File: src/design/mmt_pkg.sv
// shared types, constants and helpers for the multiset mex tracker
// no dependencies
`default_nettype none

package mmt_pkg;

	localparam int VALUE_W    = 32;
	localparam int WORD_W     = 64;
	localparam int WORD_IDX_W = 6;
	localparam int MEX_OUT_W  = 9;

	// controller to datapath
	typedef struct packed {
		logic capture;
		logic update;
		logic scan_step;
		logic latch_res;
		logic load_out;
	} mmt_cmd_t;

	// datapath to controller
	typedef struct packed {
		logic hit;
		logic last;
	} mmt_sts_t;

	// lowest clear bit of a presence word
	function automatic logic [WORD_IDX_W-1:0] first_zero(input logic [WORD_W-1:0] w);
		logic [WORD_IDX_W-1:0] idx;
		idx = '0;
		for (int i = WORD_W - 1; i >= 0; i--) begin
			if (!w[i]) idx = WORD_IDX_W'(i);
		end
		return idx;
	endfunction

endpackage

`default_nettype wire

File: src/design/multiset_mex_tracker.sv
// top level of the multiset mex tracker: controller plus datapath
// depends on mmt_pkg, mmt_ctrl, mmt_dp (and mmt_ram through the datapath)
//
//   channel  direction  handshake             payload
//   in       input      in_valid / in_ready   command, value
//   out      output     out_valid / out_ready mex, mex_capped, error
//
// one request at a time: accept, count update, then a word-serial find-first-zero
// over the 64-bit presence words until the first clear bit or the last word, then
// the hand-off to the output register, which waits until that register is free;
// the result sits in an output register, so the next request is taken while
// the previous result still waits on out_ready
// reset clears the presence bitmap at once; the count ram needs no clearing,
// since a count whose presence bit is clear reads as zero
`default_nettype none

module multiset_mex_tracker
	import mmt_pkg::*;
#(
	parameter int VALUES     = 256,
	parameter int COUNT_BITS = 16
) (
	input  wire logic                 clk,
	input  wire logic                 arst_n,
	input  wire logic                 in_valid,
	output logic                      in_ready,
	input  wire logic                 command,
	input  wire logic [VALUE_W-1:0]   value,
	output logic                      out_valid,
	input  wire logic                 out_ready,
	output logic      [MEX_OUT_W-1:0] mex,
	output logic                      mex_capped,
	output logic                      error
);

	// command and status between sequencer and datapath
	mmt_cmd_t cmd;
	mmt_sts_t sts;

	// sequencer: owns the handshakes and the output valid flag
	mmt_ctrl u_ctrl (
		.clk      (clk),
		.arst_n   (arst_n),
		.in_valid (in_valid),
		.in_ready (in_ready),
		.out_valid(out_valid),
		.out_ready(out_ready),
		.sts      (sts),
		.cmd      (cmd)
	);

	// datapath: counts in ram, presence bits in flops, scan and result registers
	mmt_dp #(
		.VALUES    (VALUES),
		.COUNT_BITS(COUNT_BITS)
	) u_dp (
		.clk       (clk),
		.arst_n    (arst_n),
		.command   (command),
		.value     (value),
		.cmd       (cmd),
		.sts       (sts),
		.mex       (mex),
		.mex_capped(mex_capped),
		.error     (error)
	);

endmodule

`default_nettype wire

File: src/design/mmt_ram.sv
// generic single-write, single-read ram with registered read data
// no dependencies
`default_nettype none

module mmt_ram #(
	parameter int WIDTH = 16,
	parameter int DEPTH = 256
) (
	input  wire logic                     clk,
	input  wire logic                     we,
	input  wire logic [$clog2(DEPTH)-1:0] waddr,
	input  wire logic [WIDTH-1:0]         wdata,
	input  wire logic                     re,
	input  wire logic [$clog2(DEPTH)-1:0] raddr,
	output logic      [WIDTH-1:0]         rdata
);

	logic [WIDTH-1:0] mem_q [DEPTH];

	always_ff @(posedge clk) begin
		if (we) mem_q[waddr] <= wdata;
		if (re) rdata <= mem_q[raddr];
	end

endmodule

`default_nettype wire

File: src/design/mmt_ctrl.sv
// sequencer for the mex tracker: accept, count update, word scan, result hand-off
// depends on mmt_pkg
`default_nettype none

module mmt_ctrl
	import mmt_pkg::*;
(
	input  wire logic     clk,
	input  wire logic     arst_n,
	input  wire logic     in_valid,
	output logic          in_ready,
	output logic          out_valid,
	input  wire logic     out_ready,
	input  wire mmt_sts_t sts,
	output mmt_cmd_t      cmd
);

	typedef enum logic [1:0] {
		ST_IDLE,
		ST_UPDATE,
		ST_SCAN,
		ST_DONE
	} state_t;

	state_t state_q;
	logic   out_valid_q;
	logic   out_free;

	assign in_ready  = (state_q == ST_IDLE);
	assign out_valid = out_valid_q;
	assign out_free  = !out_valid_q || out_ready;

	always_comb begin
		cmd           = '0;
		cmd.capture   = (state_q == ST_IDLE) && in_valid;
		cmd.update    = (state_q == ST_UPDATE);
		cmd.scan_step = (state_q == ST_SCAN) && !sts.hit && !sts.last;
		cmd.latch_res = (state_q == ST_SCAN) && (sts.hit || sts.last);
		cmd.load_out  = (state_q == ST_DONE) && out_free;
	end

	always_ff @(posedge clk or negedge arst_n) begin
		if (!arst_n) begin
			state_q     <= ST_IDLE;
			out_valid_q <= 1'b0;
		end else begin
			unique case (state_q)
				ST_IDLE: begin
					if (in_valid) state_q <= ST_UPDATE;
				end
				ST_UPDATE: begin
					state_q <= ST_SCAN;
				end
				ST_SCAN: begin
					if (sts.hit || sts.last) state_q <= ST_DONE;
				end
				ST_DONE: begin
					if (out_free) state_q <= ST_IDLE;
				end
				default: begin
					state_q <= ST_IDLE;
				end
			endcase
			if (cmd.load_out) out_valid_q <= 1'b1;
			else if (out_ready) out_valid_q <= 1'b0;
		end
	end

endmodule

`default_nettype wire

File: src/design/mmt_dp.sv
// datapath: count ram, presence bitmap, find-first-zero word scan, result registers
// depends on mmt_pkg and mmt_ram
`default_nettype none

module mmt_dp
	import mmt_pkg::*;
#(
	parameter int VALUES     = 256,
	parameter int COUNT_BITS = 16
) (
	input  wire logic                 clk,
	input  wire logic                 arst_n,
	input  wire logic                 command,
	input  wire logic [VALUE_W-1:0]   value,
	input  wire mmt_cmd_t             cmd,
	output mmt_sts_t                  sts,
	output logic      [MEX_OUT_W-1:0] mex,
	output logic                      mex_capped,
	output logic                      error
);

	localparam int AW    = $clog2(VALUES);
	localparam int WORDS = (VALUES + WORD_W - 1) / WORD_W;
	localparam int WB    = (WORDS > 1) ? $clog2(WORDS) : 1;
	localparam int PAD_W = WORDS * WORD_W;
	localparam int MEX_W = $clog2(VALUES + 1);

	logic                  cmd_q;
	logic                  tracked_q;
	logic [AW-1:0]         idx_q;
	logic [VALUES-1:0]     presence_q;
	logic [WB-1:0]         ws_q;
	logic [MEX_W-1:0]      res_mex_q;
	logic                  res_capped_q;
	logic                  res_err_q;
	logic [MEX_W-1:0]      mex_q;
	logic                  capped_q;
	logic                  error_q;

	logic [COUNT_BITS-1:0] rdata;
	logic [COUNT_BITS-1:0] old_count;
	logic [COUNT_BITS-1:0] new_count;
	logic                  present;
	logic                  err_now;
	logic                  we;
	logic [PAD_W-1:0]      padded;
	logic [WORD_W-1:0]     word;

	mmt_ram #(
		.WIDTH(COUNT_BITS),
		.DEPTH(VALUES)
	) u_counts (
		.clk  (clk),
		.we   (we),
		.waddr(idx_q),
		.wdata(new_count),
		.re   (cmd.capture),
		.raddr(value[AW-1:0]),
		.rdata(rdata)
	);

	// a clear presence bit marks the count as zero, whatever the ram holds
	assign present   = presence_q[idx_q];
	assign old_count = present ? rdata : '0;
	assign new_count = cmd_q ? (old_count - 1'b1) : (old_count + 1'b1);
	assign err_now   = tracked_q && (cmd_q ? !present : (old_count == '1));
	assign we        = cmd.update && tracked_q && !err_now;

	// pad bits read as present so the scan never stops on them
	always_comb begin
		padded               = '1;
		padded[VALUES-1:0]   = presence_q;
	end

	assign word     = padded[{ws_q, WORD_IDX_W'(0)} +: WORD_W];
	assign sts.hit  = (word != '1);
	assign sts.last = (ws_q == WB'(WORDS - 1));

	always_ff @(posedge clk or negedge arst_n) begin
		if (!arst_n) begin
			presence_q <= '0;
		end else if (we) begin
			if (!cmd_q) presence_q[idx_q] <= 1'b1;
			else if (new_count == '0) presence_q[idx_q] <= 1'b0;
		end
	end

	always_ff @(posedge clk) begin
		if (cmd.capture) begin
			cmd_q     <= command;
			tracked_q <= (value < VALUE_W'(VALUES));
			idx_q     <= value[AW-1:0];
		end
		if (cmd.update) begin
			res_err_q <= err_now;
			ws_q      <= '0;
		end
		if (cmd.scan_step) ws_q <= ws_q + 1'b1;
		if (cmd.latch_res) begin
			res_mex_q    <= sts.hit ? MEX_W'({ws_q, first_zero(word)}) : MEX_W'(VALUES);
			res_capped_q <= !sts.hit;
		end
		if (cmd.load_out) begin
			mex_q    <= res_mex_q;
			capped_q <= res_capped_q;
			error_q  <= res_err_q;
		end
	end

	assign mex        = MEX_OUT_W'(mex_q);
	assign mex_capped = capped_q;
	assign error      = error_q;

endmodule

`default_nettype wire

File: config.mk
export PLATFORM = sky130hd
export DESIGN_NAME = multiset_mex_tracker
export DESIGN_NICKNAME = d
export VERILOG_FILES = /design/src/design/mmt_pkg.sv /design/src/design/multiset_mex_tracker.sv /design/src/design/mmt_ram.sv /design/src/design/mmt_ctrl.sv /design/src/design/mmt_dp.sv
export SDC_FILE = /design/constraint.sdc
export NUM_CORES = 2
export LEC_CHECK = 0
export ABC_CLOCK_PERIOD_IN_PS = 28700
export BUFFER_PORTS_ARGS = -buffer_cell sky130_fd_sc_hd__clkbuf_2
export CAP_MARGIN = 25
export CORE_MARGIN = 2
export CORE_UTILIZATION = 50
export DETAILED_ROUTE_END_ITERATION = 16
export GPL_TIMING_DRIVEN = 0
export HOLD_SLACK_MARGIN = 0.06
export PLACE_DENSITY = 0.65
export SLEW_MARGIN = 25
export SYNTH_ARGS = -nofsm -noshare
export SYNTH_HDL_FRONTEND = slang
export SYNTH_HIERARCHICAL = 1
export SYNTH_SLANG_ARGS = --single-unit
File: constraint.sdc
create_clock -name clk -period 28.7 [get_ports clk]
set_input_delay 4.305 -clock clk [delete_from_list [all_inputs] [get_ports clk]]
set_output_delay 4.305 -clock clk [all_outputs]
set_load 0.02 [all_outputs]
* After elaboration in Yosys (flattened, before gate mapping)
Memory sizes are Yosys's and may differ from the RTL's. A register that Yosys moved wholly into a read port is not among the register bits.
Index checks and enable logic that the tools add are counted.
** Word-level totals
- Output and inout port bits :: 13
- Memories :: 1
- Word-level logic and storage cells :: 153
- Bits in writable memories :: 4096
- Register bits :: 293
** Cells by class
- $add $sub $neg :: 3
- Reductions and logical operators :: 28
- $lt $le $gt $ge :: 3
- Bitwise gates (word level) :: 3
- Shift operators :: 1
- Mux-type cells :: 84
- Equal/unequal tests :: 10
** Memory list
- u_dp.u_counts.mem_q :: depth 256, bits a word 16, read ports 1, clocked after Yosys merged registers in 1, wr ports 1, line mmt_ram.sv:18 : logic [WIDTH-1:0] mem_q [DEPTH];
** Operators with widths (count)
- 2-to-1 mux 256 bit :: 2
- 2-to-1 mux 6 bit :: 64
- AND 256 bit :: 1
- NOT 256 bit :: 1
- bitwise OR 256 bit :: 1
- variable part select 256 x 9 -> 64 bit :: 1
- != test 64 bit (second input constant) :: 1
- AND reduction 33 bit :: 1
- < comparator 32 x 9 -> 1 bit (second input constant) :: 1
- 2-to-1 mux 16 bit :: 2
- AND reduction 17 bit :: 1
- adder 16 x 1 -> 16 bit (second input constant) :: 1
- == test 16 bit (second input constant) :: 1
- zero test 16 bit :: 1
- subtractor 16 x 1 -> 16 bit (second input constant) :: 1
- 2-to-1 mux 2 bit :: 5
- logical AND 1 bit :: 9
- < comparator 8 x 9 -> 1 bit (second input constant) :: 1
- 2-to-1 mux 9 bit :: 1
- AND reduction 9 bit :: 1
- binary-select mux 1 bit (select 8 bit) :: 1
- demux 1 bit (select 8 bit) :: 1
- greater-or-equal comparator 8 x 1 -> 1 bit (second input constant) :: 1
- case mux 2 bit (4 select lines) :: 1
- other kinds (13) :: 31

* Longest topological paths before layout
- Depth after elaboration :: 66
- Depth in mapped cells :: 30

* By module
Netlist, hierarchy kept.
** By module, submodules not included
- mmt_ram :: cells each 7360, times used 1, area an instance 158874.9 um^2
- mmt_dp :: cells each 1813, times used 1, area an instance 18542.8 um^2
- mmt_ctrl :: cells each 20, times used 1, area an instance 235.2 um^2

* Worst setup path after synthesis
No wires, ideal clock.
- Kind :: register to register
- Start :: register u_dp.idx_q[0]
- End :: register with a tool-made name
- Arrival time :: 23043 ps
- Path slack :: 5532 ps
- Cell stages (with the launch flop) :: 21
- Setup time :: 125 ps
- Period minus slack after synthesis :: 23168 ps
- Required time :: 28575 ps
- Path through :: edfxtp_1 -> buf_2 -> mux4_1 -> a22oi_1 -> o21ai_1 -> a22o_1 -> or4_4 -> o21ai_0 -> inv_1 -> fa_1 -> xor2_1 -> nor4_1 -> nor4b_1 -> nand4b_1 -> a2111oi_2 -> o2111a_2 -> a31oi_4 -> buf_2 -> buf_2 -> nor3_1 -> mux2_2
** RTL lines
- start, declared :: line mmt_dp.sv:30 : logic [AW-1:0] idx_q;
- start signal, assigned :: line mmt_dp.sv:92 : idx_q <= value[AW-1:0];

==> key figures <==
Layout
  • NumNets Final: 10160
  • Cell Count, Final, Fillers Out: 15210
  • Area of the multi-input gates: 0.04471 sq mm
  • Final Instance Area: 0.2064 sq mm
  • Fillers: between 20000 and 30000
  • Post-layout util: 0.5843
  • Layout cell share with drive strength beyond 1: 0.2757
  • Synthesis-to-finish area growth: 16.18%
  • Sequential cell area: 0.1309 sq mm

Logic synthesis
  • Synth Flop Type: edfxtp_1
  • Main area contributors after synthesis: edfxtp_1 (70%), mux4_2 (11%), dfrtp_1 (3.6%)
  • Top post-synthesis cells by count: edfxtp_1 (4144), mux4_2 (893), mux2i_1 (624)
  • Ys async rst share: 0.05882
  • Syn_nets: 9251
  • Synth top area share: 0.7005
  • Ys Warns: 6
  • Cells after Synth: 9193
  • Syn Area/Cell: around 19 sq um
  • Synthesized area: 0.1777 sq mm
  • Leading area contributor after synthesis: edfxtp_1
  • Register bit total from synthesis: 4403
  • Seq/Total Area, Yosys: 0.7369
  • Most frequent cell after synthesis: edfxtp_1
  • Post-synth EDFFs: approximately 4100
  • Cell variety after synth: 89

Drt
  • Drt initial violations: about 18000
  • WL final: between 500 and 600 mm
  • DRC viols: 0
  • Wire length per cell: 39.33 um
  • Via count: roughly 100k
  • Via-per-instance ratio: roughly 6.8
  • Detail Route Antenna Nets: 0
  • TritonRoute pass-1 iters: 7

STA
  • Crit path time final: 10.60 ns
  • Final setup fails: 0
  • Slew Viols, Final: 0
  • Final clock skew: roughly 0.12 ns
  • Slew HR: 0.07489
  • Unrepaired setup endpoints after global routing: no
  • Final worst setup slack: 18.10 ns
  • Fmax: 94.35 MHz
  • Worst slew pin tran: 1.373 ns
  • Setup tns final: 0 ns
  • Period Utilization, post-route: 0.3693
  • Tightest hold margin: between 0.4 and 0.5 ns
  • Final Hold Vio Count: 0

Global route
  • Tot GR Track Use: 0.3287
  • Largest net degree at the start of global routing: 101
  • Initial antenna violation count: 33
  • Vias in the first global route: 98710
  • Total grt overflow: 0
  • First-pass GRT wire length: between 800 and 900 mm

CTS
  • CTS H-Tree Depth: 5
  • CTS tree: done
  • # clock sinks: 4403
  • Root buf cell: clkbuf_16
  • Clk buf depth: 4
  • Cts repair resizes: 0
  • CTS clk-pin slew, worst paths: 0.06 ns
  • Worst-Skew Late Latency: between 1 and 1.5 ns
  • Cts bufs inserted: 441
  • # Post-CTS Setup Buffers: 0
  • Post-CTS Hold Buffers: 0

Critical path
  • Nature of the critical path endpoint: flip-flop
  • Crit path launch type: flip-flop
  • Critical Path RT: 29.55 ns
  • CP Max Fanout: 10
  • CP arrival: 11.45 ns
  • Type of the worst setup path: reg2reg

Floorplanning
  • # IOs: 50
  • Core area: roughly 0.35 sq mm
  • Die Area: 0.3601 sq mm
  • # rows: 218
  • Initial Util: 0.5029
  • Die span in x: 600.1 um
  • Die height: 600.1 um

Worst hold path
  • Tightest Hold Check Type: reg2reg

Placed design
  • Final Wtd Congestion: 1.033
  • DP Worst Slack: 18.61 ns
  • DPL Wire Length: 428.0 mm
  • Port Buffer Count: 49
  • Area of placed instances: 0.1920 sq mm
  • Inst Count DP: 14390

Pwr
  • Logic gate share of total power: 0.183
  • Sw frac: 0.2795
  • P_int: 12.29 mW
  • Maximum vdd drop: 105.9 uV
  • NetSw: 4.768 mW
  • Power Density: 82.66 mW/mm^2
  • Clock Power Share: 0.335
  • Pwr Total: roughly 17 mW
  • P_leak: 66.89 nW
  • Sequential share of power: 0.483

Status
  • Outcome: complete, no violations

Job
  • Max-cap viol count: 0
## cell type report
class,count,area share
flip-flops and latches,4403,0.6343
multi-input cells,4132,0.2166
clock buffers,533,0.05595
repair buffers,470,0.03290
well taps,4730,0.02867
plain buffers,625,0.01771
clock inverters,266,0.01295
inverters,33,0.0007092
diodes,15,0.0001819
## power by group through the flow
stage / logic [mW] / clock network, mW / registers (mW)
CTS: 3.03 / 5.76 / 8.23
global placement: 2.22 / 0 / 9.47
detailed placement: 3.02 / 0 / 8.36
floorplan: 1.12 / 0 / 8.80
finish: 3.12 / 5.71 / 8.23
global route: 3.18 / 6.00 / 8.23
## cell usage in the layout, fill, tap and decap left out, types with 219 or more instances in the layout
cell type	n
clkbuf_1	345
mux2i_1	624
nand2_1	271
o31ai_1	247
clkbuf_16	446
dfrtp_1	259
buf_6	270
o221ai_1	253
o21ai_0	219
mux4_2	893
edfxtp_1	4144
## worst max-delay path, cell delays in order, from the launching register on
cell	delay, ns
edfxtp_1	0.84
buf_2	0.43
buf_4	0.35
clkbuf_1	0.69
mux2i_1	0.57
a311oi_1	0.17
a21oi_1	0.76
a31oi_1	0.32
nor2_2	0.33
clkbuf_1	0.41
nor2b_1	0.10
ha_1	0.43
a21o_1	0.22
a21oi_1	0.29
nor2b_1	0.08
o21ai_0	0.38
a211oi_1	0.23
o21a_1	0.24
o41ai_1	0.50
o21bai_1	0.14
a21o_1	0.21
xnor2_1	0.25
a31oi_4	0.49
clkbuf_1	0.67
clkbuf_1	0.83
o21ai_0	0.30
o31ai_2	0.13
## sequential cells by signal (all words and copies together), names as in the netlist, named ones only
name / count
u_dp/u_counts/mem_q: 4096
u_dp/u_counts/rdata: 16
u_dp/mex: 9
u_dp/res_mex_q: 9
u_dp/idx_q: 8
u_ctrl/state_q: 2
u_dp/ws_q: 2
u_ctrl/out_valid: 1
u_dp/cmd_q: 1
u_dp/error: 1
u_dp/res_err_q: 1
u_dp/tracked_q: 1
## kinds of logic after synthesis
group,after synthesis,share of synthesized area
AOI/OAI and AO/OA,1373,0.05496
xor gates and xnor gates,9,0.0004437
adders and majority gates,21,0.001521
buffers and inverters,658,0.02041
DFF,4403,0.7369
muxes,1658,0.1577
and+or+nand+nor,1071,0.02806
## worst paths after layout
check	startpoint	to	slack (ns)	cells past startpoint
worst max-delay path	u_dp/idx_q[1]	flip-flop	18.10	26
worst min-delay path	u_dp/res_mex_q[0]	u_dp/mex[0]	0.42	0
worst max register to register	u_dp/idx_q[1]	flip-flop	18.10	26
worst min register to register	u_dp/res_mex_q[0]	u_dp/mex[0]	0.42	0
max in group asynchronous	arst_n	asynchronous set/reset pin	24.24	3
min in group asynchronous	arst_n	u_ctrl/state_q[0]	3.22	1
## metal layers
layer / GRT usage / part of all wire / vias to the layer above
li1: - / - / 40220
met3: 0.1059 / 0.14 / 1281
met2: 0.4723 / 0.43 / 7624
met1: 0.4518 / 0.37 / 54450
met4: 0.1680 / 0.060 / 14
met5: 0 / 0.00047 / -
Power figures use the tool's default switching activity.
